`src/rtl/ssd_div_cell.sv`:
```
`timescale 1ns / 1ps
// one restoring divide step; nq holds the remaining dividend bits, quotient shifts in below
module ssd_div_cell #(
    parameter int DW = 8,
    parameter int QB = 8
) (
    input  logic          clk,
    input  logic          en,
    input  logic [DW-1:0] d_in,
    input  logic [DW-1:0] rem_in,
    input  logic [QB-1:0] nq_in,
    output logic [DW-1:0] d_out,
    output logic [DW-1:0] rem_out,
    output logic [QB-1:0] nq_out
);

    logic [DW-1:0] d_reg;
    logic [DW-1:0] rem_reg;
    logic [QB-1:0] nq_reg;
    logic [DW:0]   sh;
    logic [DW:0]   diff;
    logic          ge;

    assign sh   = {rem_in, nq_in[QB-1]};
    assign diff = sh - {1'b0, d_in};
    assign ge   = (sh >= {1'b0, d_in});

    always_ff @(posedge clk)
    begin
        if (en)
        begin
            d_reg   <= d_in;
            rem_reg <= ge ? diff[DW-1:0] : sh[DW-1:0];
            nq_reg  <= {nq_in[QB-2:0], ge};
        end
    end

    assign d_out   = d_reg;
    assign rem_out = rem_reg;
    assign nq_out  = nq_reg;

endmodule

```
`config.mk`:
```
export PLATFORM = sky130hd
export DESIGN_NAME = ssd_div_cell
export DESIGN_NICKNAME = d
export VERILOG_FILES = /design/src/rtl/ssd_div_cell.sv
export SDC_FILE = /design/constraint.sdc
export NUM_CORES = 1
export LEC_CHECK = 0
export ABC_AREA = 1
export BUFFER_PORTS_ARGS = -buffer_cell sky130_fd_sc_hd__buf_2
export CORE_AREA = 2 2 65 61
export CTS_CLUSTER_DIAMETER = 150
export DETAILED_ROUTE_END_ITERATION = 12
export DIE_AREA = 0 0 67 63
export HOLD_SLACK_MARGIN = 0.08
export PLACE_DENSITY_LB_ADDON = 0.3
export SYNTH_ARGS = -nofsm -noshare
export SYNTH_HDL_FRONTEND = slang
export SYNTH_SLANG_ARGS = --single-unit
```
`constraint.sdc`:
```
create_clock -name clk -period 2.2 [get_ports clk]
set_clock_uncertainty 0.15 [all_clocks]
set_input_delay 0.11 -clock clk [delete_from_list [all_inputs] [get_ports clk]]
set_output_delay 0.11 -clock clk [all_outputs]
set_load 0.005 [all_outputs]
```
# == Word level (Yosys, flattened, before mapping) ==
# Index checks and enable logic that the tools add are counted.
# word_totals
out_inout_bits,24
mem_count,0
latch_bits,0
ramBits,0
input_bits,26
wordCells,6
mem_bits_ro,0
ff_bits,24
# classes
eq_ne,0
n_mul,0
n_shift,0
magnitude_cmp,1
reduce_logical,0
n_addsub,1
div_mod_pow,0
n_mux,1
bitwise_logic,0
# op_table
op,n
$ge A9 B8 Y1,1
$mux W8,1
$sub A8 B8 Y8,1

# == Depth between registers and ports, before layout ==
# Gate-level depths: netlist of run 1.
# depth
ltp_word,2
mapped_depth,11
ltp_nobuf,11

# == Least setup slack after synthesis of run 1 ==
# OpenSTA, ideal clock, no wires.
# synth_timing
path_kind,input to register
startpoint,input port d_in[2]
endpoint,register rem_reg[7] (netlist: rem_out[7]) (data pin)
n_path_buf,0
setup_slack_ps,633
arrival_ps,1166
setup_ps,252
t_required_ps,1798
path_stages,9
path_cell_list,inv_1 > ha_1 > or2_4 > nand3_4 > nand2_4 > nand2_8 > nand2_8 > nand2_4 > nand2_2
# synth_between
elab_chain_cells,2
elab_cells_between_ends,3
# synth_rtl
item,line_no,text
"start, declared",9,"input logic [DW-1:0] d_in,"
$ge A9 B8 Y1,26,"assign ge = (sh >= {1'b0, d_in});"
named net ge,22,logic ge;
$mux W8,33,rem_reg <= ge ? diff[DW-1:0] : sh[DW-1:0];
"end signal, assigned",33,
"end, declared",18,logic [DW-1:0] rem_reg;
# The timed path passes the listed nets, and every way through them passes these cells.
# A chain may end at the register's enable or synchronous reset.

# == Final worst setup path of run 1 ==
# layout_timing
startpoint,input port rem_in[4]
endpoint,register rem_reg[7] (netlist: rem_out[7]) (data pin)
# layout_between
elab_chain_cells,2
elab_cells_between_ends,3
# layout_rtl
item,line_no,text
"start, declared",10,"input logic [DW-1:0] rem_in,"
$ge A9 B8 Y1,26,
named net ge,22,
$mux W8,33,
# The timed path passes the listed nets, and every way through them passes these cells.

==> results.md, run 1 <==
- The total internal power is between 0.8 and 0.9 mW.
- For this run, design rule violations remaining after detail routing come to 0.
- Compared with the post-synthesis result, the final layout area differs by 42.04%.
- In this run the clock root is driven by a sky130_fd_sc_hd__clkbuf_8.
- STA puts the critical path data required time at 2070 ps.
- The fraction of the cycle the final worst path needs is between 90% and 100%.
- Setup violations remaining at the end of the flow were counted as 0.
- The largest net degree at the start of global routing is 25.
- The mean cell area of the mapped netlist is about 10 um^2.
- 50 I/O pins were placed.
- After legalization and detailed placement, the total HPWL measured around 2.2 mm.
- The effective utilization at floorplan is between 30% and 40%.
- The via count of the first global-routing pass was between 900 and 1000.
- Subtracting the final worst setup slack from the clock period gives ~2000 ps.
- The post-CTS setup repair buffer count is 0.
- The routed layout has approximately 1100 vias.
- The count of non-filler cells in the finished layout is roughly 260.
- The maximum vdd drop is about 0.00024 V.
- The average wire per cell in the routed design is about 11 um.
- The number of failing hold endpoints at the final stage is 0.
- Data on the critical path arrives at its endpoint at approximately 1900 ps.
- In this run, CTS created clock tree buffers numbering 3.
- The clock slew at the register clock pins of the worst setup and hold paths is 80 ps.
- The proportion of power drawn by flip-flops and latches is 50.8%.
- The critical path goes through dlygate4sd3_1, buf_2, ha_1, nand2_1, inv_2, nand2_2, nor2_4, nor2_4, nand2_8, nand2_4, nand2_2.
- The die covers around 4200 um^2.
- The worst setup path category is in -> reg.
- The switching share of power is between 20% and 30%.
- The net count reported at finish is 245.
- After routing, the total negative slack on setup checks comes to 0 ps.
- The class of the tightest hold or removal check is in -> reg.
- The overall power is 1.120 mW.
- The first global-routing pass estimated roughly 4.4 mm of wire.
- In this run the power density over the cells is roughly 570 nW/um^2.
- The count of buffers inserted at the top-level ports is between 40 and 50.
- The sort of element at the start of the critical path is an input pin.
- Setup repair after global routing left no endpoint under its margin.
- The total of flip-flops plus latches after synthesis is 24.
- In this run, the combinational gates consume 27.0% of the power.
- The remaining antenna violation count is 0.
- The worst max-slew margin expressed relative to the limit is between 60% and 70%.
- The clock network accounts for between 20% and 30% of the total power.
- Synthesis produced a netlist with a net count of about 170.
- The pre-CTS worst setup slack is between 400 and 500 ps.
- The placeable core region is approximately 3600 um^2.
- The longest clock path from root to sink contains 2 buffers.
- For the pin with the worst max-slew slack, the measured transition is 541.7 ps.
- The largest fanout on the critical path is 9.
- Routability-driven placement finished with a final weighted congestion of around 0.86.
- The filler cell count is between 300 and 400.
- In this run the number of H-tree levels came out at 1.
- The synthesized netlist cell count is around 130.
- The width of the chip is around 67 um.
- In the final layout, the share of cells above drive strength 1 is roughly 37%.
- The final max-slew violation count is 0.
- The global routing usage summed across all routing layers is a little over an eighth.
- Before antenna repair, the detailed router went through 5 iterations.
- In the routed layout, each cell is associated on average with a via count of approximately 4.3.
- The mapped netlist covers about 1400 um^2.
- The worst setup path is captured at a register.
- The placed cell count is 228.
- The number of rows in the core area is 21.
- The finished layout cell area is 1953 um^2.
- The number of antenna violations at the first check in global routing is 0.
- TritonCTS built the clock tree.
- The total number of clock tree sinks is 24.
- The net switching power figure is roughly 0.29 mW.
- The max-cap check violation count is 0.
- The leftover overflow at the end of global routing is 0.
- The cell area reported after detailed placement is roughly 1700 um^2.
- In this run the vertical extent of the chip is 63 um.
- The number of warnings reported in the yosys synthesis log is 0.
- The fraction of the yosys area taken by sequential cells is a little over half.
- The count of cell types in the netlist is 20.
- The cell with the largest stage delay on the worst path is sky130_fd_sc_hd__dlygate4sd3_1.
- The run finished with clean final reports.
- The largest single stage delay on the critical path is about 540 ps.
- The final critical-path setup slack is 154.1 ps.
- The maximum achievable frequency is about 0.49 GHz.
- After the first detailed-routing iteration, the DRC count stood at 36.
- In this run the static leakage power is around 0.93 nW.
- Wires add up to ~2.7 mm.
- The antenna diode count is 0.
## final timing paths
kind                          to  slack (ps)  cells after the start  startpoint
worst max-delay path  rem_out[7]         150                     11   rem_in[4]
worst min-delay path    d_out[1]         220                      1          en
## sequential cells by signal, indices dropped and copies added, names as in the netlist
| name | cells |
|---|---|
| nq_out | 8 |
| rem_out | 8 |
| d_out | 8 |
## per-layer routing
| layer | vias to the layer above | wire length, um | track usage (%) |
|---|---|---|---|
| li1 | 581 | - | - |
| met5 | - | 0 | 0 |
| met1 | 495 | 1243 | 18.62 |
| met4 | 0 | 34 | 6.122 |
| met2 | 26 | 1350 | 21.41 |
| met3 | 2 | 110 | 1.622 |
## synthesized netlist by cell type, drive strengths merged
library cell | count | area [um^2]
a21oi | 2 | 10.01
clkinv | 2 | 7.510
edfxtp | 24 | 720.7
fa | 1 | 20.02
ha | 8 | 100.1
inv | 21 | 78.82
nand2 | 46 | 247.7
nand3 | 15 | 87.59
nand4 | 1 | 6.260
nor2 | 9 | 61.30
or2 | 1 | 8.760
xnor2 | 2 | 17.52
xor2 | 1 | 8.760
## power by group through the flow
stage	sequential, mW	combinational (mW)	clock (mW)
4_1_cts	0.570	0.307	0.263
3_3_place_gp	0.580	0.272	0
2_1_floorplan	0.589	0.160	0
5_1_grt	0.574	0.339	0.277
3_5_place_dp	0.581	0.274	0
6_report	0.569	0.303	0.249
## cells by family after synthesis
| kind of cell | count (synthesis) | share of synthesized area [%] |
|---|---|---|
| simple gates | 72 | 29.94 |
| flops | 24 | 52.41 |
| buf+inv | 23 | 6.278 |
| fa+ha+maj | 9 | 8.736 |
| xor+xnor | 3 | 1.911 |
| compound gates | 2 | 0.7280 |
## stage by stage
| stage | utilization [%] | hold slack (ps) |
|---|---|---|
| 6_report | 54.66 | 216.5 |
| 5_1_grt | 54.66 | 231.1 |
| 4_1_cts | 54.66 | 211.3 |
| 3_5_place_dp | 46.95 | 139.1 |
| 3_3_place_gp | 46.95 | 136.5 |
| 2_1_floorplan | - | 58.87 |
## repair_timing
action,CTS,global route
gates resized for setup,0,0
hold endpoints to repair,23,0
hold buffers,23,0
## critical path, delay by kind of cell
kind,cells,cell delay (ps)
buffers and inverters,3,730
AND/OR/NAND/NOR,7,740
adder cells (fa/ha/maj),1,330
## cells in the final DEF, fill, tap and decap left out, types with 3 or more instances in the layout
cell and n:
sky130_fd_sc_hd__nand3_1 14, sky130_fd_sc_hd__nand2_1 31, sky130_fd_sc_hd__clkbuf_8 3, sky130_fd_sc_hd__ha_1 8, sky130_fd_sc_hd__inv_1 18, sky130_fd_sc_hd__edfxtp_1 24, sky130_fd_sc_hd__nor2_1 4, sky130_fd_sc_hd__clkinv_1 3
sky130_fd_sc_hd__nor2_4 3, sky130_fd_sc_hd__nand2_2 11, sky130_fd_sc_hd__inv_2 3, sky130_fd_sc_hd__dlygate4sd3_1 23, sky130_fd_sc_hd__buf_2 49
## layout make-up
type	count	area, um^2	area share, %
Multi-Input combinational cell	86	568.0	29.08
Sequential cell	24	720.7	36.90
Clock buffer	3	41.29	2.114
Tap cell	46	57.56	2.947
Timing Repair Buffer	72	475.5	24.34
Clock inverter	1	3.754	0.1922
Inverter	23	86.33	4.420
No activity file was read; power rests on OpenSTA's default activity.
==> run 2: changes to the inputs <==
Settings changed: BUFFER_PORTS_ARGS -buffer_cell sky130_fd_sc_hd__buf_2 to -buffer_cell sky130_fd_sc_hd__buf_4.
==> run 2 against run 1 <==
Via count up 1.4%. Total power up 3.9%. Worst hold slack worse by 100 ps. Critical endpoint is now rem_out[0]. Largest power group unchanged.
==> results.md, run 2 (synthesis gave the netlist of run 1 again) <==
- The flow ran to the end, and the final reports show no timing, DRC or antenna violations.
- The effective utilization at floorplan is approximately two fifths.
- The worst max-slew margin expressed relative to the limit is between 70% and 80%.
- For this run, the share of the core covered by cells in the final layout is approximately 59%.
- The wire length reported by the detailed router is around 3 mm.
- The remaining antenna violation count is 0.
- The static power due to leakage is between 0.9 and 1 nW.
- The worst-case IR drop observed on VDD is ~0.00023 V.
- The finished layout cell area is between 2000 and 2500 um^2.
- For the worst setup path, the data arrival time is ~1900 ps.
- The detailed router finished its first iteration with 63 violations.
- The max-cap check violation count is 0.
- Relative to the synthesized area, the layout overhead comes to 52.32%.
- Along the worst path, the maximum fanout reaches 9.
- The clock passes through at most 2 buffers.
- The placeable core region is 3573 um^2.
- The die area is about 4200 um^2.
- In the routed layout, each cell is associated on average with a via count of approximately 4.4.
- The clock slew at the register clock pins of the worst setup and hold paths is approximately 70 ps.
- The timing startpoint of the critical path is rem_in[1].
- In the routed design, unresolved DRC markers number 0.
- The design draws roughly 1.2 mW.
- Global routing finished with a remaining overflow of 0.
- The number of antenna diodes in the final layout is 0.
- The first-pass iteration count of the detailed router is 4.
- The via count of the first global-routing pass is 1050.
- At the end of routability-driven placement, the weighted congestion stood at just under 0.9.
- The data required time of the critical path is roughly 2000 ps.
- For the finished layout, the period the worst path requires is between 2000 and 2500 ps.
- The net count of the finished layout is between 200 and 250.
- Timing would allow up to around 0.48 GHz.
- The worst setup path is launched from an input pin.
- The multi-input combinational cells in the finished layout cover a total of 568.0 um^2.
- The total power density per cell area is ~560 nW/um^2.
- After detailed placement, the total cell area comes to between 1500 and 2000 um^2.
- The routed design uses around 130 um of met3 wire.
- The library cells used most frequently in the layout, excluding fill and tap cells, are sky130_fd_sc_hd__buf_4, sky130_fd_sc_hd__nand2_1, sky130_fd_sc_hd__edfxtp_1, sky130_fd_sc_hd__dlygate4sd3_1, sky130_fd_sc_hd__inv_1.
- For the pin with the worst max-slew slack, the measured transition is between 300 and 400 ps.
- Setup repair after global routing left no endpoint under its margin.
- The library cell used most frequently in the layout, excluding fill and tap cells, is sky130_fd_sc_hd__buf_4.
- The total number of clock tree sinks is 24.
- Adding up every negative setup slack in the final design gives 0 ps.
- Setup violations remaining at the end of the flow were counted as 0.
- Entering global routing, the biggest net connects 25 pins.
- TritonCTS built the clock tree.
- The top layer used by detailed routing is met4.
- Detailed placement ended at an HPWL of around 2.2 mm.
- The width of the chip is roughly 67 um.
- The startpoint of the most critical hold path is en.
- The worst setup path category is in -> reg.
- The number of failing hold endpoints at the final stage is 0.
- The total vias in the final route is about 1100.
- The number of instances resized during post-cts repair is 0.
- The clock tree root driver cell is sky130_fd_sc_hd__clkbuf_8.
- The number of rows in the core area is 21.
- The class of the tightest hold or removal check is in -> reg.
- Of the cells placed in the final design, the portion with a size suffix greater than 1 is between 30% and 40%.
- The fraction of the cycle the final worst path needs is a little over nine tenths.
- Port buffering added 49 buffers.
- For this block, wires on met1 add up to 1.354 mm.
- Buffers inserted during clock tree synthesis total 3.
- The sequential cell area is 720.7 um^2.
- The number of ports placed on the die boundary is 50.
- In this run the number of H-tree levels came out at 1.
- The final max-slew violation count is 0.
- In the final routed layout, each cell accounts on average for ~12 um.
- The met2 layer wire length in the routed design is roughly 1.5 mm.
- STA classifies the critical path endpoint as a register.
- The number of antenna violations at the first check in global routing is 0.
- Measured along the y axis, the die boundary spans roughly 63 um.
- Global routing consumed, over all layers together, ~15% of the routing resources.
- The filler cell count is around 320.
- The first global-routing pass estimated around 5 mm of wire.
-- run 2: changes by cell type in the layout (fill, tap and decap cells not counted) --
cell | previous run | this run
sky130_fd_sc_hd__buf_2 | 49 | 0
sky130_fd_sc_hd__clkinv_1 | 3 | 2
sky130_fd_sc_hd__buf_4 | 0 | 52
-- run 2: cell type report --
class / count / share of cell area, %
timing repair buffer: 75 / 29.63
multi-input combinational: 86 / 27.12
tap: 46 / 2.748
clock buffer: 3 / 1.971
sequential: 24 / 34.41
inverter: 23 / 4.122
-- run 2: worst max-delay path: stages --
cell and delay, ps:
sky130_fd_sc_hd__dlygate4sd3_1 560, sky130_fd_sc_hd__buf_4 150, sky130_fd_sc_hd__ha_1 330, sky130_fd_sc_hd__or2_4 290
sky130_fd_sc_hd__nand3_4 100, sky130_fd_sc_hd__nand2_4 70, sky130_fd_sc_hd__nand2_8 100, sky130_fd_sc_hd__nand2_8 90
sky130_fd_sc_hd__nand2_2 60, sky130_fd_sc_hd__nand2_1 50
-- run 2: report_power, final --
group	leakage (nW)	internal (mW)	switching (mW)	total, mW
clock network	0.0216	0.122	0.121	0.243
registers	0.235	0.560	0.0126	0.572
logic	0.732	0.182	0.167	0.349
-- run 2: metrics by stage --
stage,hold WS [ps],instances,setup slack (ps)
6_report,116.8,257,135.4
2_1_floorplan,58.87,133,632.9
3_5_place_dp,139.5,228,392.8
5_1_grt,124.2,257,38.44
3_3_place_gp,138.2,228,437.6
4_1_cts,116.2,254,120.4
-- run 2: path summary, 6_finish.rpt --
| path | to | slack [ps] | cells past startpoint |
|---|---|---|---|
| worst max-delay path | rem_out[0] | 140 | 10 |
| worst min-delay path | d_out[0] | 120 | 1 |
-- run 2: what timing repair did --
item | 4_1_cts | 5_1_grt
setup buffers | 0 | 3
setup endpoints to repair | 0 | 1
hold buffers | 23 | 0
endpoints found under the hold margin | 23 | 0
-- run 2: layer usage --
| metal | up-vias | track usage, % |
|---|---|---|
| met2 | 28 | 23.89 |
| met5 | - | 0 |
| met4 | 0 | 5.357 |
| li1 | 587 | - |
| met1 | 502 | 21.32 |
| met3 | 2 | 1.622 |
